## src/hw/rtl/particle_emitter_scheduler_macros.svh

```systemverilog
// Assertion helpers shared by the scheduler RTL.
// Each macro samples on i_clk and is switched off while i_rst_n is low.
`ifndef PARTICLE_EMITTER_SCHEDULER_MACROS_SVH
`define PARTICLE_EMITTER_SCHEDULER_MACROS_SVH

// Same-cycle implication.
`define PES_ASSERT_IMP(name, ante, cons, msg) \
    name: assert property (@(posedge i_clk) disable iff (!i_rst_n) (ante) |-> (cons)) \
        else $error(msg);

// Next-cycle implication.
`define PES_ASSERT_NEXT(name, ante, cons, msg) \
    name: assert property (@(posedge i_clk) disable iff (!i_rst_n) (ante) |=> (cons)) \
        else $error(msg);

`endif

```

## src/hw/rtl/pes_pkg.sv

```systemverilog
`default_nettype none

package pes_pkg;

    // Command codes
    localparam logic [1:0] FUNC_TICK = 2'd0;
    localparam logic [1:0] FUNC_PLAY = 2'd1;
    localparam logic [1:0] FUNC_STOP = 2'd2;

    // Register indexes
    localparam logic [2:0] CFG_START_DELAY = 3'd0;
    localparam logic [2:0] CFG_DURATION    = 3'd1;
    localparam logic [2:0] CFG_LOOPING     = 3'd2;
    localparam logic [2:0] CFG_BURST_COUNT = 3'd3;
    localparam logic [2:0] CFG_SPAWN_RATE  = 3'd4;
    localparam logic [2:0] CFG_MAX_COUNT   = 3'd5;
    localparam logic [2:0] CFG_DIST_LIMIT  = 3'd6;

    // Shortest period, 0.01 s in Q16.16
    localparam logic [31:0] MIN_DURATION = 32'd655;

    // Remainder unit retires one bit of the active time per cycle
    localparam int MOD_STEPS = 32;

    // Shared multiplier operand selects: three distance axes, then rate x delta
    localparam logic [1:0] MUL_SEL_DX   = 2'd0;
    localparam logic [1:0] MUL_SEL_DY   = 2'd1;
    localparam logic [1:0] MUL_SEL_DZ   = 2'd2;
    localparam logic [1:0] MUL_SEL_RATE = 2'd3;
    localparam int         MUL_ISSUES   = 4;

    typedef struct packed {
        logic       load;
        logic       play;
        logic       stop;
        logic       tick_start;
        logic       mod_init;
        logic       mod_step;
        logic       mod_fin;
        logic       mul_go;
        logic [1:0] mul_sel;
        logic       acc_go;
        logic [1:0] acc_sel;
        logic       acc_clear;
        logic       burst_go;
        logic       rate_go;
        logic       publish;
    } t_dp_cmd;

    typedef struct packed {
        logic [1:0] func;
        logic       playing;
        logic       dt_zero;
        logic       before_delay;
        logic       over_period;
        logic       looping;
        logic       in_range;
    } t_dp_status;

endpackage

`default_nettype wire

```

## src/hw/rtl/particle_emitter_scheduler.sv

```systemverilog
`default_nettype none

// Spawn scheduler for one particle emitter. Each input beat carries a tick, play or
// stop command and returns exactly one result beat with the clamped burst and rate
// spawn counts and the playing flag. One command is worked on at a time; a new beat
// is taken as soon as the previous one has reached the output register, even while
// that result is still stalled. Play, stop, unused codes and ticks while stopped or
// with zero delta go from decode to the output register; a tick still inside
// the start delay, or one that ends a one-shot period, passes the check state; a
// tick that reaches the distance test also runs the shared 32x32 multiplier, which
// issues the three squared distance terms and the rate increment one after
// another, then the burst and rate steps unless the emitter is out of range; a
// tick that wraps a looping period first runs the remainder unit, which resolves
// one bit of the active time per cycle. A result still stalled in the output
// register keeps the next one from being published until that one
// is taken. Configuration writes are always ready and take effect at once;
// write them only while no command is in flight.
module particle_emitter_scheduler
    import pes_pkg::*;
#(
    parameter int MAX_PARTICLES = 16384
) (
    input  wire logic               i_clk,
    input  wire logic               i_rst_n,
    input  wire logic               i_cfg_valid,
    output logic                    o_cfg_ready,
    input  wire logic [2:0]         i_cfg_index,
    input  wire logic [31:0]        i_cfg_data,
    input  wire logic               i_in_valid,
    output logic                    o_in_stall,
    input  wire logic [1:0]         i_func,
    input  wire logic [31:0]        i_delta_time,
    input  wire logic signed [31:0] i_emitter_x,
    input  wire logic signed [31:0] i_emitter_y,
    input  wire logic signed [31:0] i_emitter_z,
    input  wire logic signed [31:0] i_camera_x,
    input  wire logic signed [31:0] i_camera_y,
    input  wire logic signed [31:0] i_camera_z,
    input  wire logic [14:0]        i_owner_alive,
    input  wire logic [14:0]        i_live_total,
    output logic                    o_out_valid,
    input  wire logic               i_out_stall,
    output logic [14:0]             o_burst_spawned,
    output logic [14:0]             o_rate_spawned,
    output logic                    o_playing
);

    t_dp_cmd    cmd;
    t_dp_status status;

    assign o_cfg_ready = 1'b1;

    pes_ctrl u_ctrl (
        .i_clk       (i_clk),
        .i_rst_n     (i_rst_n),
        .i_in_valid  (i_in_valid),
        .o_in_stall  (o_in_stall),
        .o_out_valid (o_out_valid),
        .i_out_stall (i_out_stall),
        .i_status    (status),
        .o_cmd       (cmd)
    );

    pes_dp #(
        .MAX_PARTICLES (MAX_PARTICLES)
    ) u_dp (
        .i_clk           (i_clk),
        .i_rst_n         (i_rst_n),
        .i_cfg_valid     (i_cfg_valid),
        .i_cfg_index     (i_cfg_index),
        .i_cfg_data      (i_cfg_data),
        .i_cmd           (cmd),
        .o_status        (status),
        .i_func          (i_func),
        .i_delta_time    (i_delta_time),
        .i_emitter_x     (i_emitter_x),
        .i_emitter_y     (i_emitter_y),
        .i_emitter_z     (i_emitter_z),
        .i_camera_x      (i_camera_x),
        .i_camera_y      (i_camera_y),
        .i_camera_z      (i_camera_z),
        .i_owner_alive   (i_owner_alive),
        .i_live_total    (i_live_total),
        .o_burst_spawned (o_burst_spawned),
        .o_rate_spawned  (o_rate_spawned),
        .o_playing       (o_playing)
    );

endmodule

`default_nettype wire

```

## src/hw/rtl/pes_dp.sv

```systemverilog
`default_nettype none
`include "particle_emitter_scheduler_macros.svh"

module pes_dp
    import pes_pkg::*;
#(
    parameter int MAX_PARTICLES = 16384
) (
    input  wire logic               i_clk,
    input  wire logic               i_rst_n,
    input  wire logic               i_cfg_valid,
    input  wire logic [2:0]         i_cfg_index,
    input  wire logic [31:0]        i_cfg_data,
    input  wire t_dp_cmd            i_cmd,
    output t_dp_status              o_status,
    input  wire logic [1:0]         i_func,
    input  wire logic [31:0]        i_delta_time,
    input  wire logic signed [31:0] i_emitter_x,
    input  wire logic signed [31:0] i_emitter_y,
    input  wire logic signed [31:0] i_emitter_z,
    input  wire logic signed [31:0] i_camera_x,
    input  wire logic signed [31:0] i_camera_y,
    input  wire logic signed [31:0] i_camera_z,
    input  wire logic [14:0]        i_owner_alive,
    input  wire logic [14:0]        i_live_total,
    output logic [14:0]             o_burst_spawned,
    output logic [14:0]             o_rate_spawned,
    output logic                    o_playing
);

    localparam int CW = $clog2(MAX_PARTICLES + 1);
    localparam int LW = (CW > 16) ? CW : 16;
    localparam logic [LW-1:0] MAX_P = LW'(MAX_PARTICLES);

    // Configuration
    logic [31:0] r_start_delay;
    logic [31:0] r_duration;
    logic        r_looping;
    logic [14:0] r_burst_count;
    logic [31:0] r_spawn_rate;
    logic [14:0] r_max_count;
    logic [31:0] r_dist_lim;

    // Held item
    logic [1:0]  r_func;
    logic [31:0] r_dt;
    logic [31:0] r_ex, r_ey, r_ez, r_cx, r_cy, r_cz;
    logic [14:0] r_owner;
    logic [14:0] r_total;

    // Emitter state
    logic        r_playing;
    logic [31:0] r_elapsed;
    logic        r_burst_done;
    logic [15:0] r_acc;

    // Working registers
    logic [31:0] r_ad [3];
    logic [31:0] r_act;
    logic [32:0] r_rem;
    logic [63:0] r_prod;
    logic [63:0] r_dist;
    logic [47:0] r_inc;
    logic [14:0] r_burst;
    logic [14:0] r_rate;
    logic [14:0] r_o_burst;
    logic [14:0] r_o_rate;
    logic        r_o_playing;

    logic [31:0] dur;
    logic [14:0] maxc;
    logic [32:0] elapsed_sum;
    logic [31:0] elapsed_sat;
    logic [31:0] active;
    logic [32:0] mod_t;
    logic [32:0] mod_next;
    logic [31:0] opa, opb;
    logic [63:0] mul_p;
    logic [64:0] dist_sum;
    logic [63:0] dist_sat;
    logic        in_range;
    logic [48:0] rate_sum;
    logic [32:0] whole;
    logic [14:0] burst_clamp;
    logic [14:0] rate_clamp;
    logic        burst_fire;

    function automatic logic [31:0] abs_diff(input logic [31:0] a, input logic [31:0] b);
        logic signed [32:0] d;
        logic signed [32:0] nd;
        d  = $signed({a[31], a}) - $signed({b[31], b});
        nd = -d;
        return d[32] ? nd[31:0] : d[31:0];
    endfunction

    function automatic logic [14:0] clamp(input logic [32:0] want, input logic [16:0] owner,
                                          input logic [16:0] total,
                                          input logic [14:0] mc);
        logic [LW-1:0] tot;
        logic [LW-1:0] glob;
        logic [LW-1:0] own;
        logic [LW-1:0] lim;
        tot  = LW'(total);
        glob = (tot >= MAX_P) ? '0 : MAX_P - tot;
        own  = (owner >= {2'b0, mc}) ? '0 : LW'({2'b0, mc} - owner);
        lim  = (own < glob) ? own : glob;
        return (want < 33'(lim)) ? want[14:0] : lim[14:0];
    endfunction

    assign dur  = (r_duration < MIN_DURATION) ? MIN_DURATION : r_duration;
    assign maxc = (r_max_count == '0) ? 15'd1 : r_max_count;

    assign elapsed_sum = {1'b0, r_elapsed} + {1'b0, r_dt};
    assign elapsed_sat = elapsed_sum[32] ? '1 : elapsed_sum[31:0];
    assign active      = r_elapsed - r_start_delay;

    // One restoring step of active % dur
    assign mod_t    = {r_rem[31:0], r_act[31]};
    assign mod_next = (mod_t >= {1'b0, dur}) ? mod_t - {1'b0, dur} : mod_t;

    always_comb begin
        opa = r_spawn_rate;
        opb = r_dt;
        case (i_cmd.mul_sel)
            MUL_SEL_DX: begin
                opa = r_ad[0];
                opb = r_ad[0];
            end
            MUL_SEL_DY: begin
                opa = r_ad[1];
                opb = r_ad[1];
            end
            MUL_SEL_DZ: begin
                opa = r_ad[2];
                opb = r_ad[2];
            end
            default: begin
                opa = r_spawn_rate;
                opb = r_dt;
            end
        endcase
    end

    assign mul_p = opa * opb;

    assign dist_sum = {1'b0, r_dist} + {1'b0, r_prod};
    assign dist_sat = dist_sum[64] ? '1 : dist_sum[63:0];
    assign in_range = r_dist <= {r_dist_lim, 32'd0};

    assign rate_sum    = {33'd0, r_acc} + {1'b0, r_inc};
    assign whole       = rate_sum[48:16];
    assign burst_fire  = !r_burst_done && (r_burst_count != '0);
    assign burst_clamp = clamp({18'd0, r_burst_count}, {2'b0, r_owner}, {2'b0, r_total}, maxc);
    assign rate_clamp  = (whole != '0)
                       ? clamp(whole, {2'b0, r_owner} + {2'b0, r_burst},
                               {2'b0, r_total} + {2'b0, r_burst}, maxc)
                       : '0;

    always_ff @(posedge i_clk) begin
        if (!i_rst_n) begin
            r_start_delay <= '0;
            r_duration    <= 32'd65536;
            r_looping     <= 1'b0;
            r_burst_count <= '0;
            r_spawn_rate  <= '0;
            r_max_count   <= 15'd1;
            r_dist_lim    <= 32'd640000;
        end else if (i_cfg_valid) begin
            case (i_cfg_index)
                CFG_START_DELAY: r_start_delay <= i_cfg_data;
                CFG_DURATION:    r_duration    <= i_cfg_data;
                CFG_LOOPING:     r_looping     <= i_cfg_data[0];
                CFG_BURST_COUNT: r_burst_count <= i_cfg_data[14:0];
                CFG_SPAWN_RATE:  r_spawn_rate  <= i_cfg_data;
                CFG_MAX_COUNT:   r_max_count   <= i_cfg_data[14:0];
                CFG_DIST_LIMIT:  r_dist_lim    <= i_cfg_data;
                default: ;
            endcase
        end
    end

    always_ff @(posedge i_clk) begin
        if (!i_rst_n) begin
            r_playing    <= 1'b0;
            r_elapsed    <= '0;
            r_burst_done <= 1'b0;
            r_acc        <= '0;
        end else begin
            if (i_cmd.play) begin
                r_playing    <= 1'b1;
                r_elapsed    <= '0;
                r_burst_done <= 1'b0;
                r_acc        <= '0;
            end
            if (i_cmd.stop) begin
                r_playing <= 1'b0;
            end
            if (i_cmd.tick_start) begin
                r_elapsed <= elapsed_sat;
            end
            // wrap into the new period and re-arm the burst
            if (i_cmd.mod_fin) begin
                r_elapsed    <= r_start_delay + r_rem[31:0];
                r_burst_done <= 1'b0;
            end
            if (i_cmd.acc_clear) begin
                r_acc <= '0;
            end
            // a clamped burst still counts as done
            if (i_cmd.burst_go && burst_fire) begin
                r_burst_done <= 1'b1;
            end
            // drop the whole part, keep the fraction
            if (i_cmd.rate_go) begin
                r_acc <= rate_sum[15:0];
            end
        end
    end

    always_ff @(posedge i_clk) begin
        if (i_cmd.load) begin
            r_func  <= i_func;
            r_dt    <= i_delta_time;
            r_ex    <= i_emitter_x;
            r_ey    <= i_emitter_y;
            r_ez    <= i_emitter_z;
            r_cx    <= i_camera_x;
            r_cy    <= i_camera_y;
            r_cz    <= i_camera_z;
            r_owner <= i_owner_alive;
            r_total <= i_live_total;
            r_burst <= '0;
            r_rate  <= '0;
        end
        if (i_cmd.tick_start) begin
            r_ad[0] <= abs_diff(r_ex, r_cx);
            r_ad[1] <= abs_diff(r_ey, r_cy);
            r_ad[2] <= abs_diff(r_ez, r_cz);
            r_dist  <= '0;
        end
        if (i_cmd.mod_init) begin
            r_act <= active;
            r_rem <= '0;
        end
        if (i_cmd.mod_step) begin
            r_rem <= mod_next;
            r_act <= {r_act[30:0], 1'b0};
        end
        if (i_cmd.mul_go) begin
            r_prod <= mul_p;
        end
        if (i_cmd.acc_go) begin
            if (i_cmd.acc_sel == MUL_SEL_RATE) begin
                r_inc <= r_prod[63:16];
            end else begin
                r_dist <= dist_sat;
            end
        end
        if (i_cmd.burst_go && burst_fire) begin
            r_burst <= burst_clamp;
        end
        if (i_cmd.rate_go) begin
            r_rate <= rate_clamp;
        end
        if (i_cmd.publish) begin
            r_o_burst   <= r_burst;
            r_o_rate    <= r_rate;
            r_o_playing <= r_playing;
        end
    end

    assign o_status.func         = r_func;
    assign o_status.playing      = r_playing;
    assign o_status.dt_zero      = (r_dt == '0);
    assign o_status.before_delay = (r_elapsed < r_start_delay);
    assign o_status.over_period  = (active > dur);
    assign o_status.looping      = r_looping;
    assign o_status.in_range     = in_range;

    assign o_burst_spawned = r_o_burst;
    assign o_rate_spawned  = r_o_rate;
    assign o_playing       = r_o_playing;

    `PES_ASSERT_IMP(a_rem_below_period, i_cmd.mod_step, !r_rem[32] && (r_rem[31:0] < dur), "remainder left the period range")
    `PES_ASSERT_NEXT(a_burst_once, i_cmd.burst_go && r_burst_done, r_burst == '0, "burst emitted twice in one period")
    `PES_ASSERT_NEXT(a_wrap_in_period, i_cmd.mod_fin, (r_elapsed - r_start_delay) < dur, "wrapped time left the period")

endmodule

`default_nettype wire

```

## src/hw/rtl/pes_ctrl.sv

```systemverilog
`default_nettype none
`include "particle_emitter_scheduler_macros.svh"

module pes_ctrl
    import pes_pkg::*;
(
    input  wire logic       i_clk,
    input  wire logic       i_rst_n,
    input  wire logic       i_in_valid,
    output logic            o_in_stall,
    output logic            o_out_valid,
    input  wire logic       i_out_stall,
    input  wire t_dp_status i_status,
    output t_dp_cmd         o_cmd
);

    typedef enum logic [3:0] {
        S_IDLE,
        S_DECODE,
        S_CHECK,
        S_MOD,
        S_MODFIN,
        S_MUL,
        S_EMIT,
        S_RATE,
        S_FINISH
    } t_state;

    t_state      r_state, n_state;
    logic [4:0]  r_cnt, n_cnt;
    logic        r_out_valid, n_out_valid;
    logic [4:0]  cnt_prev;

    assign cnt_prev = r_cnt - 5'd1;

    always_comb begin
        n_state     = r_state;
        n_cnt       = r_cnt;
        n_out_valid = r_out_valid && i_out_stall;
        o_cmd       = '0;
        case (r_state)
            S_IDLE: begin
                if (i_in_valid) begin
                    o_cmd.load = 1'b1;
                    n_state    = S_DECODE;
                end
            end
            S_DECODE: begin
                n_state = S_FINISH;
                case (i_status.func)
                    FUNC_PLAY: o_cmd.play = 1'b1;
                    FUNC_STOP: o_cmd.stop = 1'b1;
                    FUNC_TICK: begin
                        if (i_status.playing && !i_status.dt_zero) begin
                            o_cmd.tick_start = 1'b1;
                            n_state          = S_CHECK;
                        end
                    end
                    default: ;
                endcase
            end
            S_CHECK: begin
                n_cnt = '0;
                if (i_status.before_delay) begin
                    n_state = S_FINISH;
                end else if (i_status.over_period) begin
                    if (i_status.looping) begin
                        o_cmd.mod_init = 1'b1;
                        n_state        = S_MOD;
                    end else begin
                        o_cmd.stop = 1'b1;
                        n_state    = S_FINISH;
                    end
                end else begin
                    n_state = S_MUL;
                end
            end
            S_MOD: begin
                o_cmd.mod_step = 1'b1;
                n_cnt          = r_cnt + 5'd1;
                if (r_cnt == 5'(MOD_STEPS - 1)) begin
                    n_state = S_MODFIN;
                end
            end
            S_MODFIN: begin
                o_cmd.mod_fin = 1'b1;
                n_cnt         = '0;
                n_state       = S_MUL;
            end
            S_MUL: begin
                // issue a product, fold in the one from the cycle before
                n_cnt = r_cnt + 5'd1;
                if (r_cnt < 5'(MUL_ISSUES)) begin
                    o_cmd.mul_go  = 1'b1;
                    o_cmd.mul_sel = r_cnt[1:0];
                end
                if (r_cnt != '0) begin
                    o_cmd.acc_go  = 1'b1;
                    o_cmd.acc_sel = cnt_prev[1:0];
                end
                if (r_cnt == 5'(MUL_ISSUES)) begin
                    n_state = S_EMIT;
                end
            end
            S_EMIT: begin
                if (!i_status.in_range) begin
                    o_cmd.acc_clear = 1'b1;
                    n_state         = S_FINISH;
                end else begin
                    o_cmd.burst_go = 1'b1;
                    n_state        = S_RATE;
                end
            end
            S_RATE: begin
                o_cmd.rate_go = 1'b1;
                n_state       = S_FINISH;
            end
            S_FINISH: begin
                // hold until the output register is free
                if (!r_out_valid || !i_out_stall) begin
                    o_cmd.publish = 1'b1;
                    n_out_valid   = 1'b1;
                    n_state       = S_IDLE;
                end
            end
            default: n_state = S_IDLE;
        endcase
    end

    always_ff @(posedge i_clk) begin
        if (!i_rst_n) begin
            r_state     <= S_IDLE;
            r_cnt       <= '0;
            r_out_valid <= 1'b0;
        end else begin
            r_state     <= n_state;
            r_cnt       <= n_cnt;
            r_out_valid <= n_out_valid;
        end
    end

    assign o_in_stall  = (r_state != S_IDLE);
    assign o_out_valid = r_out_valid;

    `PES_ASSERT_NEXT(a_accept_decodes, i_in_valid && !o_in_stall, r_state == S_DECODE, "accepted beat not decoded")
    `PES_ASSERT_NEXT(a_result_kept, r_out_valid && i_out_stall, r_out_valid, "stalled result dropped")
    `PES_ASSERT_IMP(a_mod_length, r_state == S_MODFIN, $past(r_state, 33) == S_CHECK, "remainder pass has wrong length")

endmodule

`default_nettype wire

```

## config.mk

```make
export PLATFORM = sky130hd
export DESIGN_NAME = particle_emitter_scheduler
export DESIGN_NICKNAME = d
export VERILOG_FILES = /design/src/hw/rtl/pes_pkg.sv /design/src/hw/rtl/particle_emitter_scheduler.sv /design/src/hw/rtl/pes_dp.sv /design/src/hw/rtl/pes_ctrl.sv
export VERILOG_INCLUDE_DIRS = /design/src /design/src/hw/rtl
export SDC_FILE = /design/constraint.sdc
export NUM_CORES = 2
export LEC_CHECK = 0
export BUFFER_PORTS_ARGS = -buffer_cell sky130_fd_sc_hd__buf_2
export CAP_MARGIN = 20
export CORE_MARGIN = 1.5
export CORE_UTILIZATION = 52
export DETAILED_ROUTE_END_ITERATION = 10
export PLACE_DENSITY_LB_ADDON = 0.3
export SLEW_MARGIN = 20
export SYNTH_ARGS = -nofsm -noshare
export SYNTH_HDL_FRONTEND = slang
export SYNTH_SLANG_ARGS = --single-unit
```

## constraint.sdc

```tcl
create_clock -name i_clk -period 13.7 [get_ports i_clk]
set_input_delay 0.685 -clock i_clk [delete_from_list [all_inputs] [get_ports i_clk]]
set_output_delay 0.685 -clock i_clk [all_outputs]
set_load 0.01 [all_outputs]
```

Word level (Yosys, flattened, before mapping) --
Memory sizes are Yosys's and may differ from the RTL's. Index checks and enable logic that the tools add are counted.
Word-level totals: bits in registers 776, latch bits 0, bits in writable memories 96, bits in read-only memories 0, input bits 296, memories kept 1
Cells by class: add/subtract/negate cells 20, multipliers 1, div/mod/pow operators 0, $lt $le $gt $ge 14, equality and inequality tests 25, shift-type cells 0, multiplexer cells 81, bitwise operators 1, reduce and logical (&&, ||, !) cells 38
Memory list:
- u_dp.r_ad | depth 3, width 32, rd ports 3, clocked after memory_dff 0, write ports 3, RTL line pes_dp.sv:58 | logic [31:0] r_ad [3];
Operator list (count):
- 32-bit 2-to-1 mux | 13
- 64-bit 2-to-1 mux | 4
- 32-bit case mux with 3 select lines | 2
- 16-bit 2-to-1 mux | 9
- 15-bit 2-to-1 mux | 7
- 32-bit by 32-bit subtractor with 33-bit output | 3
- 32-bit negator | 3
- 64-bit by 64-bit adder with 65-bit output | 1
- 64-bit <= comparator | 1
- 32-bit by 32-bit multiplier with 64-bit output | 1
- 32-bit subtractor | 2
- 16-bit by 48-bit adder with 49-bit output | 1
- 4-bit 2-to-1 mux | 10
- 4-bit case mux with 9 select lines | 1
- 32-bit by 32-bit adder with 33-bit output | 1
- 33-bit by 32-bit >= comparator with 1-bit output | 1
- 33-bit by 16-bit less-than comparator with 1-bit output | 1
- 33-bit nonzero test | 1
- 15-bit by 15-bit adder with 16-bit output | 2
- 32-bit adder | 1
- 32-bit > comparator | 1
- 32-bit logical NOT | 1
- 16-bit less-than comparator | 2
- 32-bit by 10-bit less-than comparator with 1-bit output (second input constant) | 1
- other kinds (48) | 110

Longest topological paths before layout --
depth after elaboration 10, gate-level depth with buffers 49, gate-level depth less buffers 44

Hierarchy --
A second synthesis with hierarchy kept.
Unflattened totals: cells, all modules 9885, area total of the unflattened synthesis 89565.9 um^2
By module, submodules not included:
- pes_dp | instances 1, cells an instance 9773, area each 88708.8 um^2, seq. area each 23142.2 um^2
- pes_ctrl | instances 1, cells an instance 110, area each 845.8 um^2, seq. area each 200.2 um^2
- particle_emitter_scheduler | instances 1, cells an instance 2, area each 11.3 um^2, seq. area each 0.0 um^2

Worst setup path before layout --
No wires, ideal clock.
path kind reg2reg, from reg u_ctrl.r_state[0], to reg u_dp.r_prod[63] (data pin), data arrival time 10.617 ns, setup slack 2.813 ns, stages on the path, launching flop included 35, path buffers 2, period minus slack after synthesis 10.887 ns, cell sequence dfxtp_1 > clkbuf_1 > nand2b_1 > nor2_1 > nand3b_1 > clkinv_1 > clkbuf_1 > o22ai_1 > nor3_1 > nand2_1 > fa_1 > fa_1 > inv_1 > fa_1 > inv_1 > fa_1 > inv_1 > fa_1 > fa_1 > inv_1 > fa_1 > fa_1 > inv_1 > ha_1 > nand2_1 > nor2_1 > nand2_1 > a211oi_1 > o211ai_1 > a2111oi_0 > o21ai_0 > and4_1 > o21ai_1 > nand3_1 > nor3b_1
On the way: cells in the longest elaborated chain, start to end 5
RTL lines:
- start, declared | RTL line pes_ctrl.sv:29 | t_state r_state, n_state;
- start signal, assigned | RTL line pes_ctrl.sv:136 | r_state <= n_state;
- 4-bit by 3-bit equality test with 1-bit output (*) | RTL line pes_ctrl.sv:41 | case (r_state)
- 6-bit 2-to-1 mux (*) | RTL line pes_ctrl.sv:41
- 2-bit equality test, or another cell as far along | RTL line pes_dp.sv:124 | case (i_cmd.mul_sel)
- 32-bit case mux with 3 select lines | RTL line pes_dp.sv:124
- 32-bit by 32-bit multiplier with 64-bit output (*) | RTL line pes_dp.sv:144 | assign mul_p = opa * opb;
- net u_dp.mul_p[63] | RTL line pes_dp.sv:78 | logic [63:0] mul_p;
- end signal, assigned | RTL line pes_dp.sv:250 | r_prod <= mul_p;
- end, declared | RTL line pes_dp.sv:61 | logic [63:0] r_prod;
Mark *: on every way through the listed nets, which the timed path passes. The rest lies on a longest branch. A chain may end at the register's enable or synchronous reset.

Worst setup path after layout --
from reg u_ctrl.r_state[3], to reg u_dp.r_prod[63] (data pin)
Same word-level chain as after synthesis.

==> results.cfg <==
[power_and_ir_drop]
irDropWorstVdd_mv = 0.114
p_total_w = 0.00805
p_leak_nw = 42.5
power.density_nw_per_um2 = 83.5

[global_route]
first_global_vias = 73900
grt_max_degree = 111
grt_antenna_before_repair = 12
grt_overflow_total = 0
grt_pass1_wl_mm = 455
track_usage_pct = 34.9

[detailed_routing]
drtIter0Drc = 7324
wl_per_cell_um = 24.9
viasPerCell = 6.05
dr_total_vias = 74000
drcViolationCount = 0
drt-total-wl_mm = 305
first_pass_iters = 6
postRouteAntennaNets = 0

[yosys]
yosysMostFrequentCell = inv_1
yosysSeqAreaShare_pct = 26.3
synthArstFlopShare_pct = 0
synth_edf_count = 588
synthTopCellsByArea = fa_1 20%, edfxtp_1 20%, ha_1 11%, dfxtp_1 6.4%, inv_1 5.3%
synth.avg_cell_area_um2 = 9.10
yosys_warnings = 0
synth_top_area_share_pct = 20.5
synth_cell_types = 99
synth_flop_cell = edfxtp_1
synth_area_leader_cell = fa_1
synth-seq-cells = 872
synthCells = 9751
synth_common_cells = 1260 x inv_1, 1074 x nand2_1, 961 x nor2_1
syn_area_um2 = 88800

[cells_and_area]
final_area_um2 = 96400
post-route-util_pct = 56.9
drive_above_1_share_pct = 7.72
area_delta_synth_final_pct = 8.53
nets = 11900

[min_path]
hold_path_class = in2reg

[worst_setup_path]
cp_slowest_cell = o22ai_1
critPathMaxFanout = 38
cp_data_required_time_ns = 14.25
critPathBufInv = 7
critPathCaptureType = flop
cpMostUsedCell = fa_1
max_stage_delay_ns = 0.93
criticalPathCategory = reg2reg
path_delay_family = adder cells
crit_arrival_ns = 12.76
start_kind = flop

[placed_design]
place_area_um2 = 93100
io_buffers = 328
routabilityCongestion = 1.11
hpwl_mm = 238

[die]
fp.dieH_um = 416
std_cell_rows = 151
fp.dieArea_um2 = 173000
ios = 330
core_area_um2 = 169000
start_util_pct = 52.4
die-width_um = 416

[sta]
setup-violations-final = 0
worstMarginPinSlew_ns = 1.25
fin_crit_sh_pct = 89.2
finalSetupTns_ns = 0
finalMaxSlewViolations = 0
fmax_mhz = 81.9
post-route-min-period_ns = 12.22
fin_skew_ns = 0.0635
slew_headroom_pct = 16.1
whs_ns = 0.0926
rsz0062_at_grt = false
hold_viol = 0

[run]
cap_violations = 0

[outcome]
status = finished, final reports clean

[clocking]
clock_latency_ns = 0.77
cts_buffers = 98
ctsHoldBuffers = 0
cts-root-buf = clkbuf_16
clk_path_buf_depth = 3
h-tree-depth = 3
cts_resized = 0
cts_sinks = 872
post_cts_buffers = 0
path_clk_slew_ns = 0.06
cts_tree = yes
state kept, by name, indices dropped and copies added (netlist names), 48 cells and up:
signal and flops:
u_dp.r_ad 96, u_dp.r_dist 64, u_dp.r_prod 64, u_dp.r_inc 48
cell type report:
class | instances | area (um2)
Antenna cell | 6 | 15.0
Clock buffer | 123 | 2670
Clock inverter | 62 | 569
Fill cell | 15000 | 73100
Inverter | 1261 | 4750
Multi-Input combinational cell | 7225 | 59500
Sequential cell | 872 | 23300
Tap cell | 2218 | 2780
Timing Repair Buffer | 472 | 2730
through the flow:
| stage | std cells | setup WS (ns) |
|---|---|---|
| floorplan | 9753 | 2.81 |
| global placement | 12000 | 2.26 |
| detailed placement | 12000 | 1.92 |
| CTS | 12200 | 1.91 |
| global route | 12200 | 1.15 |
| finish | 12200 | 1.48 |
kinds of logic (layout without fill, tap and decap cells):
group                      Yosys count  after routing  synth area share, %
AOI/OAI and AO/OA                 2180           2180                 15.9
buffers and inverters             1656           1918                 7.02
DFF                                872            872                 26.3
xor gates and xnor gates           459            459                 4.53
other                                1              9              0.00422
muxes                               47             47                0.547
and+or+nand+nor                   2855           2855                 14.3
adders and majority gates         1681           1681                 31.4
placed cells by master, fill, tap and decap left out, types with 85 or more instances in the layout:
master / synthesis / routed
a21oi_1: 605 / 601
clkbuf_16: 0 / 100
ha_1: 772 / 772
xor2_1: 156 / 156
nor2b_1: 85 / 85
o21a_1: 134 / 131
edfxtp_1: 588 / 588
nor3_1: 132 / 122
fa_1: 909 / 909
buf_4: 1 / 144
a21boi_0: 207 / 207
a21o_1: 257 / 256
nand2_1: 1074 / 1074
o21ai_0: 355 / 336
nor2_1: 961 / 957
buf_2: 6 / 327
dfxtp_1: 284 / 283
inv_1: 1260 / 1258
nand3_1: 110 / 109
xnor2_1: 303 / 303
report_power, final:
| part | internal (W) | total [W] | leakage, nW | switching, W |
|---|---|---|---|---|
| clock network | 0.00151 | 0.00266 | 1.59 | 0.00116 |
| registers | 0.00298 | 0.00306 | 7.70 | 0.0000837 |
| logic | 0.000885 | 0.00232 | 33.2 | 0.00144 |
| total | 0.00537 | 0.00805 | 42.5 | 0.00268 |
worst paths after layout:
path | from | to | slack (ns) | cells after the start
hold / removal | i_delta_time[5] | u_dp.r_dt[5] | 0.09 | 1
setup reg to reg | u_ctrl.r_state[3] | u_dp.r_prod[63] | 1.48 | 35
hold reg to reg | u_dp.r_rate[9] | u_dp.o_rate_spawned[9] | 0.40 | 0
setup / recovery | u_ctrl.r_state[3] | u_dp.r_prod[63] | 1.48 | 35
routing by layer:
| layer | GRT usage, % | up-vias | wire length, um |
|---|---|---|---|
| li1 | - | 33300 | - |
| met1 | 44.3 | 35900 | 118000 |
| met2 | 54.2 | 3822 | 133000 |
| met3 | 8.00 | 925 | 30800 |
| met4 | 21.8 | 10 | 23000 |
| met5 | 0 | - | 70 |
Power figures use the tool's default switching activity.
